$ cat config.mk
export PLATFORM = sky130hd
export DESIGN_NAME = gsc_apb_regs
export DESIGN_NICKNAME = d
export VERILOG_FILES = /design/src/rtl/assert_macros.svh /design/src/rtl/gsc_pkg.sv /design/src/rtl/gsc_apb_regs.sv
export SDC_FILE = /design/constraint.sdc
export NUM_CORES = 1
export LEC_CHECK = 0
export BUFFER_PORTS_ARGS = -buffer_cell sky130_fd_sc_hd__buf_2
export CAP_MARGIN = 20
export CELL_PAD_IN_SITES_DETAIL_PLACEMENT = 1
export CELL_PAD_IN_SITES_GLOBAL_PLACEMENT = 2
export CORE_ASPECT_RATIO = 1.2
export CORE_MARGIN = 2
export CORE_UTILIZATION = 15
export DETAILED_ROUTE_END_ITERATION = 8
export PLACE_DENSITY_LB_ADDON = 0.1
export SYNTH_ARGS = -nofsm -noshare
export SYNTH_HDL_FRONTEND = slang
export SYNTH_SLANG_ARGS = --single-unit
$ cat constraint.sdc
create_clock -name aclk -period 1.1 [get_ports aclk]
set_input_delay 0.22 -clock aclk [delete_from_list [all_inputs] [get_ports aclk]]
set_output_delay 0.22 -clock aclk [all_outputs]
set_load 0.05 [all_outputs]
$ cat src/rtl/assert_macros.svh
// assertion macros shared by the rtl files of the set cover accumulator
`ifndef ASSERT_MACROS_SVH
`define ASSERT_MACROS_SVH

// condition holds at every clock edge out of reset
`define ASSERT_ALWAYS(lbl, cond, msg) \
    lbl: assert property (@(posedge aclk) disable iff (!aresetn) (cond)) else $error(msg);

// consequent holds in the same cycle as the antecedent
`define ASSERT_IMPLIES(lbl, ante, cons, msg) \
    lbl: assert property (@(posedge aclk) disable iff (!aresetn) (ante) |-> (cons)) \
        else $error(msg);

// consequent holds in the cycle after the antecedent
`define ASSERT_NEXT(lbl, ante, cons, msg) \
    lbl: assert property (@(posedge aclk) disable iff (!aresetn) (ante) |=> (cons)) \
        else $error(msg);

`endif

$ cat src/rtl/gsc_pkg.sv
// shared types and constants of the set cover accumulator
`default_nettype none

package gsc_pkg;

    localparam int ELEMENT_W        = 11;
    localparam int SUBSET_W         = 16;
    localparam int WEIGHT_W         = 16;
    localparam int COUNT_W          = 11;
    localparam int TOTAL_W          = 28;
    localparam int USED_W           = 13;
    localparam int EPOCH_W          = 6;
    localparam int MAX_ELEMENTS_DEF = 1024;

    localparam int APB_ADDR_W = 3;
    localparam int APB_DATA_W = 32;

    localparam logic [APB_ADDR_W-3:0] REG_ELEMENT_COUNT = '0;

    localparam logic CMD_CLEAR   = 1'b0;
    localparam logic CMD_ELEMENT = 1'b1;

    typedef struct packed {
        logic                command;
        logic [SUBSET_W-1:0] subset_number;
        logic [WEIGHT_W-1:0] subset_weight;
        logic [ELEMENT_W-1:0] element_number;
        logic                last_in_subset;
    } gsc_in_t;

    typedef struct packed {
        logic               newly_covered;
        logic               bad_element;
        logic [COUNT_W-1:0] covered_count;
        logic [TOTAL_W-1:0] total_weight;
        logic [USED_W-1:0]  subsets_used;
        logic               all_covered;
    } gsc_out_t;

    // status of the update stage as seen by the accumulator
    typedef struct packed {
        logic valid;
        logic hit;
    } gsc_stage_t;

endpackage

`default_nettype wire

$ cat src/rtl/gsc_apb_regs.sv
// apb configuration register with element count clamping
`default_nettype none

module gsc_apb_regs #(
    parameter int MAX_ELEMENTS = gsc_pkg::MAX_ELEMENTS_DEF,
    parameter int CNT_W        = 11
) (
    input  wire logic                            aclk,
    input  wire logic                            aresetn,
    input  wire logic                            psel,
    input  wire logic                            penable,
    input  wire logic                            pwrite,
    input  wire logic [gsc_pkg::APB_ADDR_W-1:0]  paddr,
    input  wire logic [gsc_pkg::APB_DATA_W-1:0]  pwdata,
    output logic      [gsc_pkg::APB_DATA_W-1:0]  prdata,
    output logic                                 pready,
    output logic      [CNT_W-1:0]                eff_count
);

    localparam int REG_W = (CNT_W > gsc_pkg::ELEMENT_W) ? CNT_W : gsc_pkg::ELEMENT_W;

    logic [REG_W-1:0] element_count_reg;
    logic             reg_hit;
    logic             wr_fire;

    assign reg_hit = (paddr[gsc_pkg::APB_ADDR_W-1:2] == gsc_pkg::REG_ELEMENT_COUNT);
    assign wr_fire = psel && penable && pwrite;
    assign pready  = 1'b1;

    always_ff @(posedge aclk) begin
        if (!aresetn) begin
            element_count_reg <= REG_W'(MAX_ELEMENTS);
        end else if (wr_fire && reg_hit) begin
            element_count_reg <= REG_W'(pwdata[gsc_pkg::ELEMENT_W-1:0]);
        end
    end

    always_comb begin
        prdata = '0;
        if (reg_hit) begin
            prdata = gsc_pkg::APB_DATA_W'(element_count_reg);
        end
    end

    // clamp to 1 .. MAX_ELEMENTS
    always_comb begin
        if (element_count_reg == '0) begin
            eff_count = CNT_W'(1);
        end else if (element_count_reg > REG_W'(MAX_ELEMENTS)) begin
            eff_count = CNT_W'(MAX_ELEMENTS);
        end else begin
            eff_count = CNT_W'(element_count_reg);
        end
    end

endmodule

`default_nettype wire

==> results.ini <==
[status]
outcome=finished, violations left
violations=setup timing

[critical_path]
arrival_ns=1.27
worst_setup_path_start_kind=flip-flop
critPathMaxFanout=2
r2r_start=element_count_reg[2]
r2r-end=element_count_reg[2]
crit_type=reg -> out
r2r_cells=4
end_kind=primary output
crit_required_ns=0.88
setup.worst_path.end=eff_count[0]
r2r_slack_ns=0.30
cp-startpoint=element_count_reg[8]

[global_route]
antenna_found_initial=0
gr-total-overflow=0
grt_max_degree=12
grt_usage=0.0817
grt_pass1_vias=747
grt_pass1_wl_um=3680

[cells_and_area]
antenna_cells=0
final_common_cell=buf_6
final_cell_mix=27 x buf_6, 22 x nand2_1, 22 x conb_1, 19 x nor2b_4, 16 x buf_2
largest_register_ffs=11
area_growth_pct=93.5
fill_cells=603
nets=196
multi_input_comb_area_sq_um=622
drive_above_1_share=0.671
seq_area_sq_um=244

[floorplan]
pin_count=84
row_count=29
dieArea_sq_um=5880
die_x_um=70.3
fp.dieH_um=83.6
core_sq_um=5190
initial_core_util=0.153

[timing]
finalCriticalPeriod_ns=1.49
clock.fmax_mhz=671
finalHoldViolCount=0
rsz0062_at_grt=yes
fin_crit_sh=1.36
slew_violations=0
setup_viol=21
layout_setup_ws_ns=-0.391
skew_ns=0
finalSetupTns_ns=-2.44

[placement]
post-dp-hpwl_um=1930
gp_congestion=0.643
io_buffer_count=38

[detailed_routing]
ant_nets=0
wl_per_cell_um=11.3
first_iter_violations=11
vias_per_cell=3.63
drc=0
vias=788
dr.pass1.iters=3
wl_um=2460

[pwr]
p_leak_nw=0.627
total_power_mw=1.22
irDropWorstVdd_mv=0.299
power.density_nw_per_um2=797

[synthesis]
synth_cells=101
avgSynthCellArea_sq_um=7.84
synth_area_sq_um=792
yosysWarnings=0
ys_seq_elements=11
post_synth_num_cell_types=18
ys_seq_area_frac=0.278

[clock_tree]
cts_tree=built
clock_sinks=11
worstSkewPairLatency_ns=0.24
clk_path_buf_depth=2
cts_made_buffers=3
hold_buffers=0
clk_pin_slew_ns=0.05
cts_max_level=1
clock_tree.root_cell=clkbuf_8

[hold_path]
hp-class=in -> reg

[run]
cap_violations=0

power breakdown:
part	leakage [nW]	internal (mW)	switching (mW)
combinational	0.509	0.117	0.281
clock	0.0228	0.255	0.159
sequential	0.0948	0.402	0.00929
final cells by class:
cell class / count / area share
flip-flops and latches: 11 / 0.159
multi-input cells: 82 / 0.406
well taps: 62 / 0.0506
repair buffers: 58 / 0.355
clock buffers: 4 / 0.0294
cells in the mapped netlist:
cell / count / area (sq um)
nor3_1: 1 / 5.00
and2b_2: 1 / 8.76
dfxtp_1: 11 / 220
a31oi_1: 1 / 6.26
buf_4: 22 / 165
clkbuf_1: 4 / 15.0
nor2b_1: 19 / 119
a21boi_0: 1 / 7.51
conb_1: 2 / 7.51
and4b_1: 1 / 10.0
nor4_1: 1 / 6.26
buf_6: 1 / 11.3
buf_2: 1 / 5.00
nor2_1: 2 / 7.51
nand3_1: 1 / 5.00
a21boi_2: 9 / 101
nand2_1: 22 / 82.6
nand4b_1: 1 / 8.76
how the worst min path moves through the flow:
| stage | to | slack [ns] | cells after the start | start |
|---|---|---|---|---|
| after CTS | element_count_reg[10] | 0.19 | 3 | pwdata[10] |
| after floorplan | element_count_reg[10] | 0.34 | 2 | pwdata[10] |
| after global routing | element_count_reg[10] | 0.20 | 3 | pwdata[10] |
| after detailed placement | element_count_reg[10] | 0.45 | 3 | pwdata[10] |
| after global placement | element_count_reg[10] | 0.44 | 3 | pwdata[10] |
| final | element_count_reg[10] | 0.20 | 3 | pwdata[10] |
logic make-up after synthesis:
| logic type | after synthesis | synth area share |
|---|---|---|
| compound gates | 11 | 0.145 |
| buf+inv | 28 | 0.248 |
| flops | 11 | 0.278 |
| other cells | 2 | 0.00948 |
| simple gates | 49 | 0.319 |
critical path, cell delays in order (launching register included):
cell and delay [ns]:
dfxtp_2 0.33, nor4_4 0.28, a31oi_2 0.14, nor2_4 0.11, buf_6 0.16
timing repair:
item,4_1_cts,5_1_grt
resized for setup,67,10
endpoints found under the setup margin,22,21
gates cloned,0,0
setup buffers,1,4
pin swaps,3,0
routing by layer:
layer / global-route usage / vias to the layer above / share of wire
li1: - / 380 / -
met1: 0.0902 / 370 / 0.40
met2: 0.148 / 34 / 0.53
met3: 0.0157 / 4 / 0.054
met4: 0.0367 / 0 / 0.015
met5: 0 / - / 0
metrics by stage:
stage               hold WS (ns)  worst slack (ns)  instances  instance area [sq um]   util
global route               0.205            -0.468        217                   1530  0.295
global placement           0.436            -0.301        209                   1220  0.235
detailed placement         0.445            -0.318        209                   1220  0.235
finish                     0.196            -0.391        217                   1530  0.295
CTS                        0.193            -0.434        214                   1470  0.284
floorplan                  0.344            -0.155        121                   1010      -
Note: power is estimated with default switching activity, not from simulation.
