**config.mk**
```make
export PLATFORM = sky130hd
export DESIGN_NAME = gsc_accum
export DESIGN_NICKNAME = d
export VERILOG_FILES = /design/src/rtl/gsc_pkg.sv /design/src/rtl/gsc_accum.sv
export VERILOG_INCLUDE_DIRS = /design/src /design/src/rtl
export SDC_FILE = /design/constraint.sdc
export NUM_CORES = 1
export LEC_CHECK = 0
export ABC_AREA = 1
export BUFFER_PORTS_ARGS = -buffer_cell sky130_fd_sc_hd__buf_2
export CORE_UTILIZATION = 55
export CTS_CLUSTER_SIZE = 25
export DETAILED_ROUTE_END_ITERATION = 12
export PLACE_DENSITY_LB_ADDON = 0.08
export RECOVER_POWER = 100
export SLEW_MARGIN = 10
export SYNTH_ARGS = -nofsm -noshare
export SYNTH_HDL_FRONTEND = slang
export SYNTH_SLANG_ARGS = --single-unit
```
**constraint.sdc**
```tcl
create_clock -name aclk -period 4.1 [get_ports aclk]
set_input_delay 0.82 -clock aclk [delete_from_list [all_inputs] [get_ports aclk]]
set_output_delay 0.82 -clock aclk [all_outputs]
set_load 0.1 [all_outputs]
```
**src/rtl/assert_macros.svh**
```systemverilog
// assertion macros shared by the rtl files of the set cover accumulator
`ifndef ASSERT_MACROS_SVH
`define ASSERT_MACROS_SVH

// condition holds at every clock edge out of reset
`define ASSERT_ALWAYS(lbl, cond, msg) \
    lbl: assert property (@(posedge aclk) disable iff (!aresetn) (cond)) else $error(msg);

// consequent holds in the same cycle as the antecedent
`define ASSERT_IMPLIES(lbl, ante, cons, msg) \
    lbl: assert property (@(posedge aclk) disable iff (!aresetn) (ante) |-> (cons)) \
        else $error(msg);

// consequent holds in the cycle after the antecedent
`define ASSERT_NEXT(lbl, ante, cons, msg) \
    lbl: assert property (@(posedge aclk) disable iff (!aresetn) (ante) |=> (cons)) \
        else $error(msg);

`endif

```
**src/rtl/gsc_pkg.sv**
```systemverilog
// shared types and constants of the set cover accumulator
`default_nettype none

package gsc_pkg;

    localparam int ELEMENT_W        = 11;
    localparam int SUBSET_W         = 16;
    localparam int WEIGHT_W         = 16;
    localparam int COUNT_W          = 11;
    localparam int TOTAL_W          = 28;
    localparam int USED_W           = 13;
    localparam int EPOCH_W          = 6;
    localparam int MAX_ELEMENTS_DEF = 1024;

    localparam int APB_ADDR_W = 3;
    localparam int APB_DATA_W = 32;

    localparam logic [APB_ADDR_W-3:0] REG_ELEMENT_COUNT = '0;

    localparam logic CMD_CLEAR   = 1'b0;
    localparam logic CMD_ELEMENT = 1'b1;

    typedef struct packed {
        logic                command;
        logic [SUBSET_W-1:0] subset_number;
        logic [WEIGHT_W-1:0] subset_weight;
        logic [ELEMENT_W-1:0] element_number;
        logic                last_in_subset;
    } gsc_in_t;

    typedef struct packed {
        logic               newly_covered;
        logic               bad_element;
        logic [COUNT_W-1:0] covered_count;
        logic [TOTAL_W-1:0] total_weight;
        logic [USED_W-1:0]  subsets_used;
        logic               all_covered;
    } gsc_out_t;

    // status of the update stage as seen by the accumulator
    typedef struct packed {
        logic valid;
        logic hit;
    } gsc_stage_t;

endpackage

`default_nettype wire

```
**src/rtl/gsc_accum.sv**
```systemverilog
// update stage: running totals, subset inclusion and the result register
`default_nettype none

`include "assert_macros.svh"

module gsc_accum #(
    parameter int CNT_W        = 11
) (
    input  wire logic               aclk,
    input  wire logic               aresetn,
    input  wire gsc_pkg::gsc_stage_t stage,
    input  wire gsc_pkg::gsc_in_t    item,
    input  wire logic [CNT_W-1:0]   eff_count,
    output logic                    advance,
    output logic                    wr_en,
    output logic                    m_valid,
    input  wire logic               m_ready,
    output gsc_pkg::gsc_out_t        m_data
);

    localparam int CMP_W = (CNT_W > gsc_pkg::ELEMENT_W) ? CNT_W : gsc_pkg::ELEMENT_W;
    localparam int TW    = gsc_pkg::TOTAL_W;

    logic [CNT_W-1:0]             covered_reg, covered_next;
    logic [TW-1:0]                weight_reg, weight_next;
    logic [gsc_pkg::USED_W-1:0]   used_reg, used_next;
    logic                         incl_reg, incl_next;
    logic                         out_valid_reg;
    gsc_pkg::gsc_out_t            out_reg, result;

    logic        fire;
    logic        done;
    logic        bad;
    logic        newly;
    logic [TW:0] weight_sum;

    assign advance = !out_valid_reg || m_ready;
    assign fire    = stage.valid && advance;

    assign done = (covered_reg >= eff_count);
    assign bad  = (item.element_number == '0) ||
                  (CMP_W'(item.element_number) > CMP_W'(eff_count));
    assign weight_sum = {1'b0, weight_reg} + (TW+1)'(item.subset_weight);

    always_comb begin
        covered_next = covered_reg;
        weight_next  = weight_reg;
        used_next    = used_reg;
        incl_next    = incl_reg;
        newly        = 1'b0;
        if (item.command == gsc_pkg::CMD_CLEAR) begin
            covered_next = '0;
            weight_next  = '0;
            used_next    = '0;
            incl_next    = 1'b0;
        end else begin
            if (!bad && !done && !stage.hit) begin
                newly        = 1'b1;
                covered_next = covered_reg + CNT_W'(1);
                // first new element of this subset pays its weight
                if (!incl_reg) begin
                    incl_next = 1'b1;
                    if (weight_sum[TW]) begin
                        weight_next = '1;
                    end else begin
                        weight_next = weight_sum[TW-1:0];
                    end
                    if (used_reg != '1) begin
                        used_next = used_reg + gsc_pkg::USED_W'(1);
                    end
                end
            end
            if (item.last_in_subset) begin
                incl_next = 1'b0;
            end
        end
    end

    always_comb begin
        result.newly_covered = newly;
        result.bad_element   = (item.command == gsc_pkg::CMD_ELEMENT) && bad;
        result.covered_count = gsc_pkg::COUNT_W'(covered_next);
        result.total_weight  = weight_next;
        result.subsets_used  = used_next;
        result.all_covered   = (item.command == gsc_pkg::CMD_ELEMENT) &&
                               (covered_next >= eff_count);
    end

    assign wr_en = fire && newly;

    always_ff @(posedge aclk) begin
        if (!aresetn) begin
            covered_reg   <= '0;
            weight_reg    <= '0;
            used_reg      <= '0;
            incl_reg      <= 1'b0;
            out_valid_reg <= 1'b0;
        end else begin
            if (fire) begin
                covered_reg <= covered_next;
                weight_reg  <= weight_next;
                used_reg    <= used_next;
                incl_reg    <= incl_next;
            end
            if (advance) begin
                out_valid_reg <= stage.valid;
            end
        end
    end

    always_ff @(posedge aclk) begin
        if (fire) begin
            out_reg <= result;
        end
    end

    assign m_valid = out_valid_reg;
    assign m_data  = out_reg;

    `ASSERT_IMPLIES(a_newly_not_bad, out_valid_reg && out_reg.newly_covered,
        !out_reg.bad_element, "newly covered element flagged as bad")
    `ASSERT_NEXT(a_cover_step, fire,
        (covered_reg == $past(covered_reg)) ||
        (covered_reg == $past(covered_reg) + CNT_W'(1)) || (covered_reg == '0),
        "covered count moved by more than one")

endmodule

`default_nettype wire
```
==> out/summary.txt, run 1 <==
Worst Path Arrival: 2.86 ns
Pin count of the biggest net entering global routing: 66
Flop pwr share: 41.6%
Violated checks: capacitance limit, slew limit
Cells after Synth: 1048
Syn Area/Cell: 7.284 sq um
WHS: 0.5188 ns
Iter 0 DRT Violations: 380
Antenna Cells: 0
Die H: 119.8 um
PostCTS Resize Cnt: 0
Main synth FF type: edfxtp_1
Max-slew headroom at the worst pin: -44.50%
Gate power share: 30.7%
Post-route ant nets: 0
Initial antenna violation count: 0
Grt ovf: 0
Startpoint types: input port
Most frequent CP cell: nor2_1
Fin crit period: 3.681 ns
H-tree levels: 3
Status: finished, violations left
Share of cells above drive strength 1: 10.54%
Dpl ws: 0.3119 ns
Synth unique cells: 41
Total negative slack: 0 ns
Final period utilization: 89.79%
Num rows: 42
Synthesized area: 0.007634 sq mm
Commonest cells after routing, fill and taps aside: 259 x nand2_1, 169 x inv_1, 74 x a21oi_1
# DRC: 0
Max-cap violation count: 2
Maximum clock rate: 271.6 MHz
CP Class: in2out
CP max FO: 6
CP Capture Type: output pin
First-pass GRT wire length: 28860 um
CTS tree: built
Area added between synthesis and finish: 9.769%
Max Root-Sink Buffers: 2
Core area: 0.01340 sq mm
Endpoints failing setup: 0
IO Count: 119
Final Hold Viols: 0
Psw: 1.197 mW
Sw Ratio: 38.14%
Die Area: 0.01435 sq mm
Synth Net Count: 1161
Worst skew pair latency: 0.36 ns
Number of buffers created by CTS: 9
Synth Warn #: 0
Pleak: 4.090 nW
Pwr dens: 374.5 mW/mm^2
Yosys reg bits: 109
Fraction of registers with async set/reset: 0%
PortBufs: 102
Slew of the pin with the lowest slew margin: 2.168 ns
Vias in the first global route: 6258
Cts hold-fix bufs: 0
Dpl hpwl: 12550 um
Unrepaired setup endpoints after global routing: false
Internal Dissipation: 1.941 mW
Clock-pin transition on the worst setup and hold timing paths: 0.07 ns
Most common cell after layout, fill and taps aside: nand2_1
Root Driver: clkbuf_16
Clock share of power: 27.8%
GRT Total Usage: 25.04%
Pins Over Slew Limit: 102
Clock sink count: 109
Worst-path cell chain: buf_2, inv_1, ha_1, nand3_2, nor2_1, nor2_1, nand2_1, a21oi_2, nand3_1, nor3_1, buf_12
WP data required: 3.28 ns
Initial Utilization: 56.97%
Final WL: 16980 um
Max reg flops: 55
Fin nets: 1246
Clock skew: 0.006155 ns
Maximum vdd drop: 0.0002662 V
Seq/Total Area, Yosys: 35.80%
Die W: 119.8 um
Post-CTS setup buffers: 0
Gp weighted congestion: 0.9360
Routed length per instance: 12.92 um
DRT Pass-1 Iters: 5
Via density: 5.151
Final WS setup: 0.4187 ns
Slowest CP cell: nor3_1
Max incr delay on CP: 0.54 ns
EDFF count, synth: 55
HP Class: reg2reg
Via count: 6769
Total power: 3.138 mW
## critical path, delay by kind of cell
family,cells,cell delay [ns]
buf+inv,3,0.38
compound gates,1,0.12
simple gates,6,1.19
fa+ha+maj,1,0.34
## worst paths after layout
path | startpoint | to | slack, ns | cells after the start
setup / recovery | eff_count[10] | wr_en | 0.42 | 11
hold / removal | m_valid | m_valid | 0.52 | 2
setup reg to reg | weight_reg[0] | weight_reg[27] | 0.77 | 16
hold reg to reg | m_valid | m_valid | 0.52 | 2
## cells in the mapped netlist (7+ instances only)
cell type | count | area, sq um
nand2_1 | 255 | 957.2
inv_1 | 170 | 638.1
a21oi_1 | 74 | 370.4
nand3_1 | 67 | 335.3
o21ai_0 | 58 | 290.3
edfxtp_1 | 55 | 1652
dfxtp_1 | 54 | 1081
nor2_1 | 54 | 202.7
ha_1 | 51 | 638.1
xor2_1 | 23 | 201.4
o21ai_1 | 20 | 100.1
clkbuf_1 | 17 | 63.81
nand4_1 | 15 | 93.84
a21oi_2 | 14 | 122.6
nand2_2 | 14 | 87.58
nand3_2 | 13 | 130.1
nor3_1 | 13 | 65.06
buf_2 | 12 | 60.06
inv_2 | 11 | 41.29
nor2_2 | 10 | 62.56
o211ai_1 | 8 | 60.06
nor4_1 | 7 | 43.79
## power by group through the flow
stage                     registers, mW  clock network (mW)  logic (mW)
final                              1.30               0.872       0.962
after global placement             1.32                   0       0.980
after detailed placement           1.33                   0       0.993
after floorplan                    1.64                   0       0.491
after global routing               1.31               0.930        1.06
after CTS                          1.30               0.889       0.996
## cell type report
| cell class | instances | area [sq um] |
|---|---|---|
| timing repair buffer | 111 | 503.0 |
| clock buffer | 10 | 229.0 |
| inverter | 181 | 681.9 |
| clock inverter | 6 | 63.81 |
| multi-input combinational | 721 | 3949 |
| tap | 176 | 220.2 |
| sequential | 109 | 2733 |
| fill | 1312 | 5021 |
## logic make-up after synthesis
group | synth area share [%]
AO/OA/AOI/OAI | 13.34
XOR/XNOR | 2.983
adder cells (fa/ha/maj) | 8.622
buffers and inverters | 11.47
flip-flops | 35.80
AND/OR/NAND/NOR | 27.78
## metal layers
metal  GRT usage [%]  share of wire, %  wire length [um]  vias to the layer above
li1                -                 -                 -                     3576
met1           31.71                45              7710                     3043
met4           6.094               1.3               213                        0
met3           4.848               4.3               727                       15
met5               0                 0                 0                        -
met2           43.68                49              8325                      135
## stage by stage
step | util [%] | instances | instance area, sq um
2_1_floorplan | - | 1048 | 7640
4_1_cts | 63.90 | 1314 | 8563
3_5_place_dp | 61.72 | 1298 | 8270
3_3_place_gp | 61.72 | 1298 | 8270
5_1_grt | 62.53 | 1314 | 8379
6_report | 62.53 | 1314 | 8379
No activity file was read; power rests on OpenSTA's default activity.
==> run 2, diff against run 1 <==
--- a/constraint.sdc
+++ b/constraint.sdc
@@ -3,2 +3,2 @@
 set_output_delay 0.82 -clock aclk [all_outputs]
-set_load 0.1 [all_outputs]
+set_load 0.01 [all_outputs]
==> run 2 against run 1 <==
Effect of this change:
- critical endpoint is now m_data[0]
- wire length up 3.3%
- cell count did not move
- the run still ends with capacitance limit, slew limit left
- sequential share of layout area hardly changed
- core utilization up 0.093 points
- register-to-register slack lost 0.08 ns
- clock-buffer cell count stayed put
- first-iteration DRC count up 17%
- largest power group unchanged
- fmax is 1.8% higher
- clock skew grew 0.0057 ns
- critical path depth grew 8
- combinational power is 31% lower
- worst setup slack better by 0.065 ns
==> out/summary.txt, run 2 (synthesis gave the netlist of run 1 again) <==
Status: finished, violations left
Violated checks: capacitance limit, slew limit
First-pass GRT wire length: 30020 um
Dpl ws: 0.2691 ns
Die W: 119.8 um
CP max FO: 16
CP delay by family, top: simple AND/OR/NAND/NOR gates
Worst-path cell chain: buf_2, inv_1, ha_1, nand2_1, inv_1, nand2_1, inv_1, nand2_1, nand3_1, nand2_1, nand2_1, nor2_4, clkbuf_1, clkbuf_1, nand2_1, nand3_1, ha_1, nand4_1, a41oi_1
HP Class: reg2reg
Max Root-Sink Buffers: 2
Worst skew pair latency: 0.37 ns
Via density: 5.229
Slew of the pin with the lowest slew margin: 2.196 ns
Max-slew headroom at the worst pin: -46.55%
Grt ovf: 0
Fin crit period: 3.616 ns
Total negative slack: 0 ns
Area added between synthesis and finish: 9.933%
Clock skew: 0.01181 ns
Die Area: 0.01435 sq mm
H-tree levels: 3
Maximum vdd drop: 0.0002468 V
PostCTS Resize Cnt: 0
Pin count of the biggest net entering global routing: 73
Final WS setup: 0.4838 ns
Routed length per instance: 13.35 um
Clock sink count: 109
Dpl cells: 1298
Cts hold-fix bufs: 0
PortBufs: 102
Post-route ant nets: 0
Pleak: 4.100 nW
IO Count: 119
Post-CTS setup buffers: 0
Most frequent CP cell: nand2_1
Core area: 0.01340 sq mm
WP data required: 4.18 ns
DRT Pass-1 Iters: 5
WHS: 0.5100 ns
Dpl cell area: 0.008250 sq mm
Die H: 119.8 um
Share of cells above drive strength 1: 10.98%
Final Hold Viols: 0
Pwr dens: 338.6 mW/mm^2
Num rows: 42
Worst Path Arrival: 3.70 ns
Vias in the first global route: 6454
Gp weighted congestion: 0.9417
Fin nets: 1246
Initial Utilization: 56.97%
Worst Path Buf+Inv: 6
Via count: 6871
Startpoint types: input port
Non-Filler Instances: 1314
Layout Utilization: 62.62%
CP Class: in2reg
Root Driver: clkbuf_16
Dpl hpwl: 12530 um
Unrepaired setup endpoints after global routing: false
# DRC: 0
Max-cap violation count: 2
Fin area: 0.008392 sq mm
Commonest cells after routing, fill and taps aside: 255 x nand2_1, 172 x inv_1, 76 x nand3_1
Pins Over Slew Limit: 126
Initial antenna violation count: 0
Slowest CP cell: clkbuf_1
Maximum clock rate: 276.5 MHz
Final period utilization: 88.20%
Max incr delay on CP: 0.37 ns
CP Capture Type: register
Iter 0 DRT Violations: 445
Number of buffers created by CTS: 9
Clock-pin transition on the worst setup and hold timing paths: 0.07 ns
Antenna Cells: 0
GRT Total Usage: 25.93%
Most common cell after layout, fill and taps aside: nand2_1
Endpoints failing setup: 0
Max reg flops: 55
Total power: 2.841 mW
CTS tree: built
Final WL: 17540 um
run 2: cell count changes in the layout (fill, tap and decap cells not counted), moves of 3 or more:
cell	delta
nor2_2	+3
nand3_1	+4
nand2_1	-4
nand3_2	-4
inv_8	+3
inv_1	+3
nor2_1	-3
run 2: layout make-up:
cell class,instances,area (sq um)
timing repair buffer,111,498.0
tap,176,220.2
fill,1295,5009
clock inverter,6,58.81
multi-input combinational,721,3974
clock buffer,10,229.0
sequential,109,2733
inverter,181,679.4
run 2: power by group:
| part | total (mW) | internal [mW] | switching, mW |
|---|---|---|---|
| sequential | 1.31 | 1.24 | 0.0625 |
| clock | 0.871 | 0.431 | 0.441 |
| combinational | 0.665 | 0.230 | 0.435 |
| total | 2.84 | 1.90 | 0.938 |
run 2: final timing paths:
path / from / endpoint / slack (ns) / cells after the start
setup / recovery: eff_count[10] / m_data[0] / 0.48 / 19
hold / removal: m_valid / m_valid / 0.51 / 2
setup reg to reg: covered_reg[0] / m_data[0] / 0.69 / 16
hold reg to reg: m_valid / m_valid / 0.51 / 2
run 2: per-layer routing:
layer	track usage [%]	part of all wire [%]	wire length (um)
met1	32.99	46	8073
met4	9.141	1.9	338
met3	4.373	3.9	690
met2	44.26	48	8434
met5	0	0	0
run 2: worst register-to-register path, delay by kind of cell (launching register included):
family / cells / cell delay [ns]
and+or+nand+nor: 9 / 1.06
buffers and inverters: 3 / 0.85
adders and majority gates: 2 / 0.55
DFF: 1 / 0.43
AOI/OAI and AO/OA: 2 / 0.23
==> run 3, diff against run 2 <==
Settings changed: ABC_AREA 1 to unset, ABC_CLOCK_PERIOD_IN_PS set to 4100, PLACE_DENSITY set to 0.77, PLACE_DENSITY_LB_ADDON 0.08 to unset.
==> run 3 against run 2 <==
Effect of this change:
- the run still ends with capacitance limit, slew limit left
- sequential power fell by 8%
- combinational power decreased by 44%
- worst setup slack got worse by 0.37 ns
- area after synthesis decreased by 10%
- clock skew down 0.0021 ns
- critical path type unchanged
- largest power group unchanged
- highest routed layer unchanged
==> out/summary.txt, run 3 <==
Post-route ant nets: 0
Synth Net Count: 865
Syn Area/Cell: 9.098 sq um
CP delay by family, top: compound AO/OA/AOI/OAI gates
Pins Over Slew Limit: 100
Slew of the pin with the lowest slew margin: 1.688 ns
GRT Total Usage: 28.11%
HP Class: reg2reg
Clock sink count: 109
Routed length per instance: 17.50 um
H-tree levels: 3
Most common cell in the synthesized netlist: nor2_1
Main synth FF type: edfxtp_1
Fin area: 0.007910 sq mm
Top post-synthesis cells by area: edfxtp_1 24%, dfxtp_1 16%, ha_1 9.3%
Max Root-Sink Buffers: 2
Layout Utilization: 65.58%
Max incr delay on CP: 0.53 ns
Worst Path Buf+Inv: 2
Gp weighted congestion: 0.8825
Cell taking the most area after synthesis: edfxtp_1
Clock-pin transition on the worst setup and hold timing paths: 0.07 ns
Dpl cell area: 0.007682 sq mm
Max-cap violation count: 2
Fin crit period: 3.984 ns
Final period utilization: 97.18%
Synth Warn #: 0
Pin count of the biggest net entering global routing: 67
Via density: 6.213
Initial antenna violation count: 0
Die W: 113.5 um
PortBufs: 102
Worst Path Arrival: 4.08 ns
Post-synth top cells: 62 x nor2_1, 60 x a21oi_1, 58 x nand2_1, 55 x edfxtp_1, 54 x dfxtp_1
Synthesized area: 0.006842 sq mm
Top cell type's share of synthesized area: 24.14%
Die Area: 0.01289 sq mm
# DRC: 0
Core area: 0.01206 sq mm
CP Class: in2reg
First-pass GRT wire length: 28920 um
Pwr dens: 311.4 mW/mm^2
Iter 0 DRT Violations: 451
Synth Area in XOR/XNOR: 3.072%
Worst skew pair latency: 0.36 ns
IO Count: 119
Dpl cells: 1018
Maximum vdd drop: 0.0001831 V
Final Hold Viols: 0
WP data required: 4.19 ns
Grt ovf: 0
EDFF count, synth: 55
Most frequent CP cell: ha_1
Simple-gate portion of the synthesized area: 21.40%
Root Driver: clkbuf_16
Die H: 113.5 um
Dpl hpwl: 12440 um
Max reg flops: 55
Initial Utilization: 56.72%
Yosys reg bits: 109
Fraction of registers with async set/reset: 0%
Largest family of logic cells by synthesized area: simple AND/OR/NAND/NOR gates
Fin nets: 976
Commonest cells after routing, fill and taps aside: 62 x nor2_1, 62 x clkbuf_1, 59 x a21oi_1
Endpoints failing setup: 0
Slowest CP cell: or4_4
Antenna Cells: 0
Synth Area in Adders: 9.620%
Final WL: 18130 um
Seq/Total Area, Yosys: 39.94%
Vias in the first global route: 6011
Share of cells above drive strength 1: 13.36%
Number of buffers created by CTS: 9
Non-Filler Instances: 1036
CTS tree: built
Maximum clock rate: 251.0 MHz
Worst-path cell chain: buf_2, inv_1, ha_1, and4_4, nand3b_1, a32o_2, or4_4, nand2_1, a21oi_2, ha_1, nor2b_1, a211o_1, a21o_1, a21oi_1, o21ai_0, o21ai_1, o22ai_1
Pleak: 3.192 nW
Clock skew: 0.009757 ns
CP max FO: 4
CP Capture Type: register
Area added between synthesis and finish: 15.62%
Cells after Synth: 752
Via count: 6437
Max-slew headroom at the worst pin: -12.54%
DRT Pass-1 Iters: 5
Status: finished, violations left
Startpoint types: input port
Num rows: 40
Synth unique cells: 61
WHS: 0.4952 ns
Mux cell area share after synthesis: 0.5852%
Compound-cell area share of the yosys netlist: 21.27%
Violated checks: capacitance limit, slew limit
[run 3: changes by cell type in the layout (fill, tap and decap cells not counted), sizes merged, moves of 16 or more]
cell   before  now
nand3      81   24
or3         0   17
o21ai      78   39
inv       186   25
and3        0   16
a21oi      88   60
a31oi       0   16
buf        47   78
nand2     271   58
[run 3: worst register-to-register path: stages (launching register included)]
cell	delay [ns]
dfxtp_1	0.38
ha_1	0.33
nand3_1	0.10
or4_4	0.56
o21ai_4	0.21
nor4_4	0.04
buf_4	0.16
buf_4	0.13
xnor2_1	0.12
nand2b_1	0.17
ha_1	0.29
a211o_1	0.25
a21o_1	0.18
a21oi_1	0.17
o21ai_0	0.11
o21ai_1	0.14
o22ai_1	0.09
[run 3: area by class of cell]
type / instances / area, sq um
multi-input cells: 572 / 3830
clock inverters: 6 / 63.81
fillers: 1000 / 4151
clock buffers: 10 / 229.0
repair buffers: 144 / 743.2
inverters: 27 / 101.3
flip-flops and latches: 109 / 2733
well taps: 168 / 210.2
[run 3: layer usage]
metal / global-route usage (%) / vias to the layer above / wire length [um]
li1: - / 3077 / -
met1: 35.54 / 3055 / 7697
met2: 49.15 / 262 / 8966
met3: 3.985 / 43 / 1109
met4: 9.737 / 0 / 359
met5: 0 / - / 0
[run 3: repair_timing]
action	in CTS	in global routing
buffers inserted	0	2
hold buffers	0	0
gates resized for setup	0	10
endpoints found under the setup margin	0	1
[run 3: worst paths after layout]
path	from	to	slack (ns)	cells past startpoint
min	weight_reg[13]	weight_reg[13]	0.50	2
max	eff_count[8]	m_data[0]	0.12	17
min reg2reg	weight_reg[13]	weight_reg[13]	0.50	2
max reg2reg	covered_reg[8]	m_data[0]	0.41	16
[run 3: stage by stage]
stage / setup slack (ns) / TNS (ns) / power (mW)
floorplan: 0.0008593 / 0 / 1.454
global placement: -0.1569 / -0.1569 / 1.583
detailed placement: -0.3026 / -0.3026 / 1.599
CTS: 0.08442 / 0 / 2.467
global route: -0.006342 / -0.006342 / 2.541
finish: 0.1156 / 0 / 2.463
[run 3: cell families (layout without fill, tap and decap cells)]
logic type                 after synthesis  after routing
DFF                                    109            109
adders and majority gates               52             52
and+or+nand+nor                        273            273
buffers and inverters                   71            187
xor gates and xnor gates                24             24
muxes                                    4              4
AOI/OAI and AO/OA                      219            219
[run 3: where the power goes]
| part | switching, mW | total [mW] | leakage, nW | internal, mW |
|---|---|---|---|---|
| clock | 0.415 | 0.889 | 0.140 | 0.474 |
| combinational | 0.237 | 0.373 | 2.06 | 0.137 |
| sequential | 0.0157 | 1.20 | 0.987 | 1.19 |
| total | 0.667 | 2.46 | 3.19 | 1.80 |
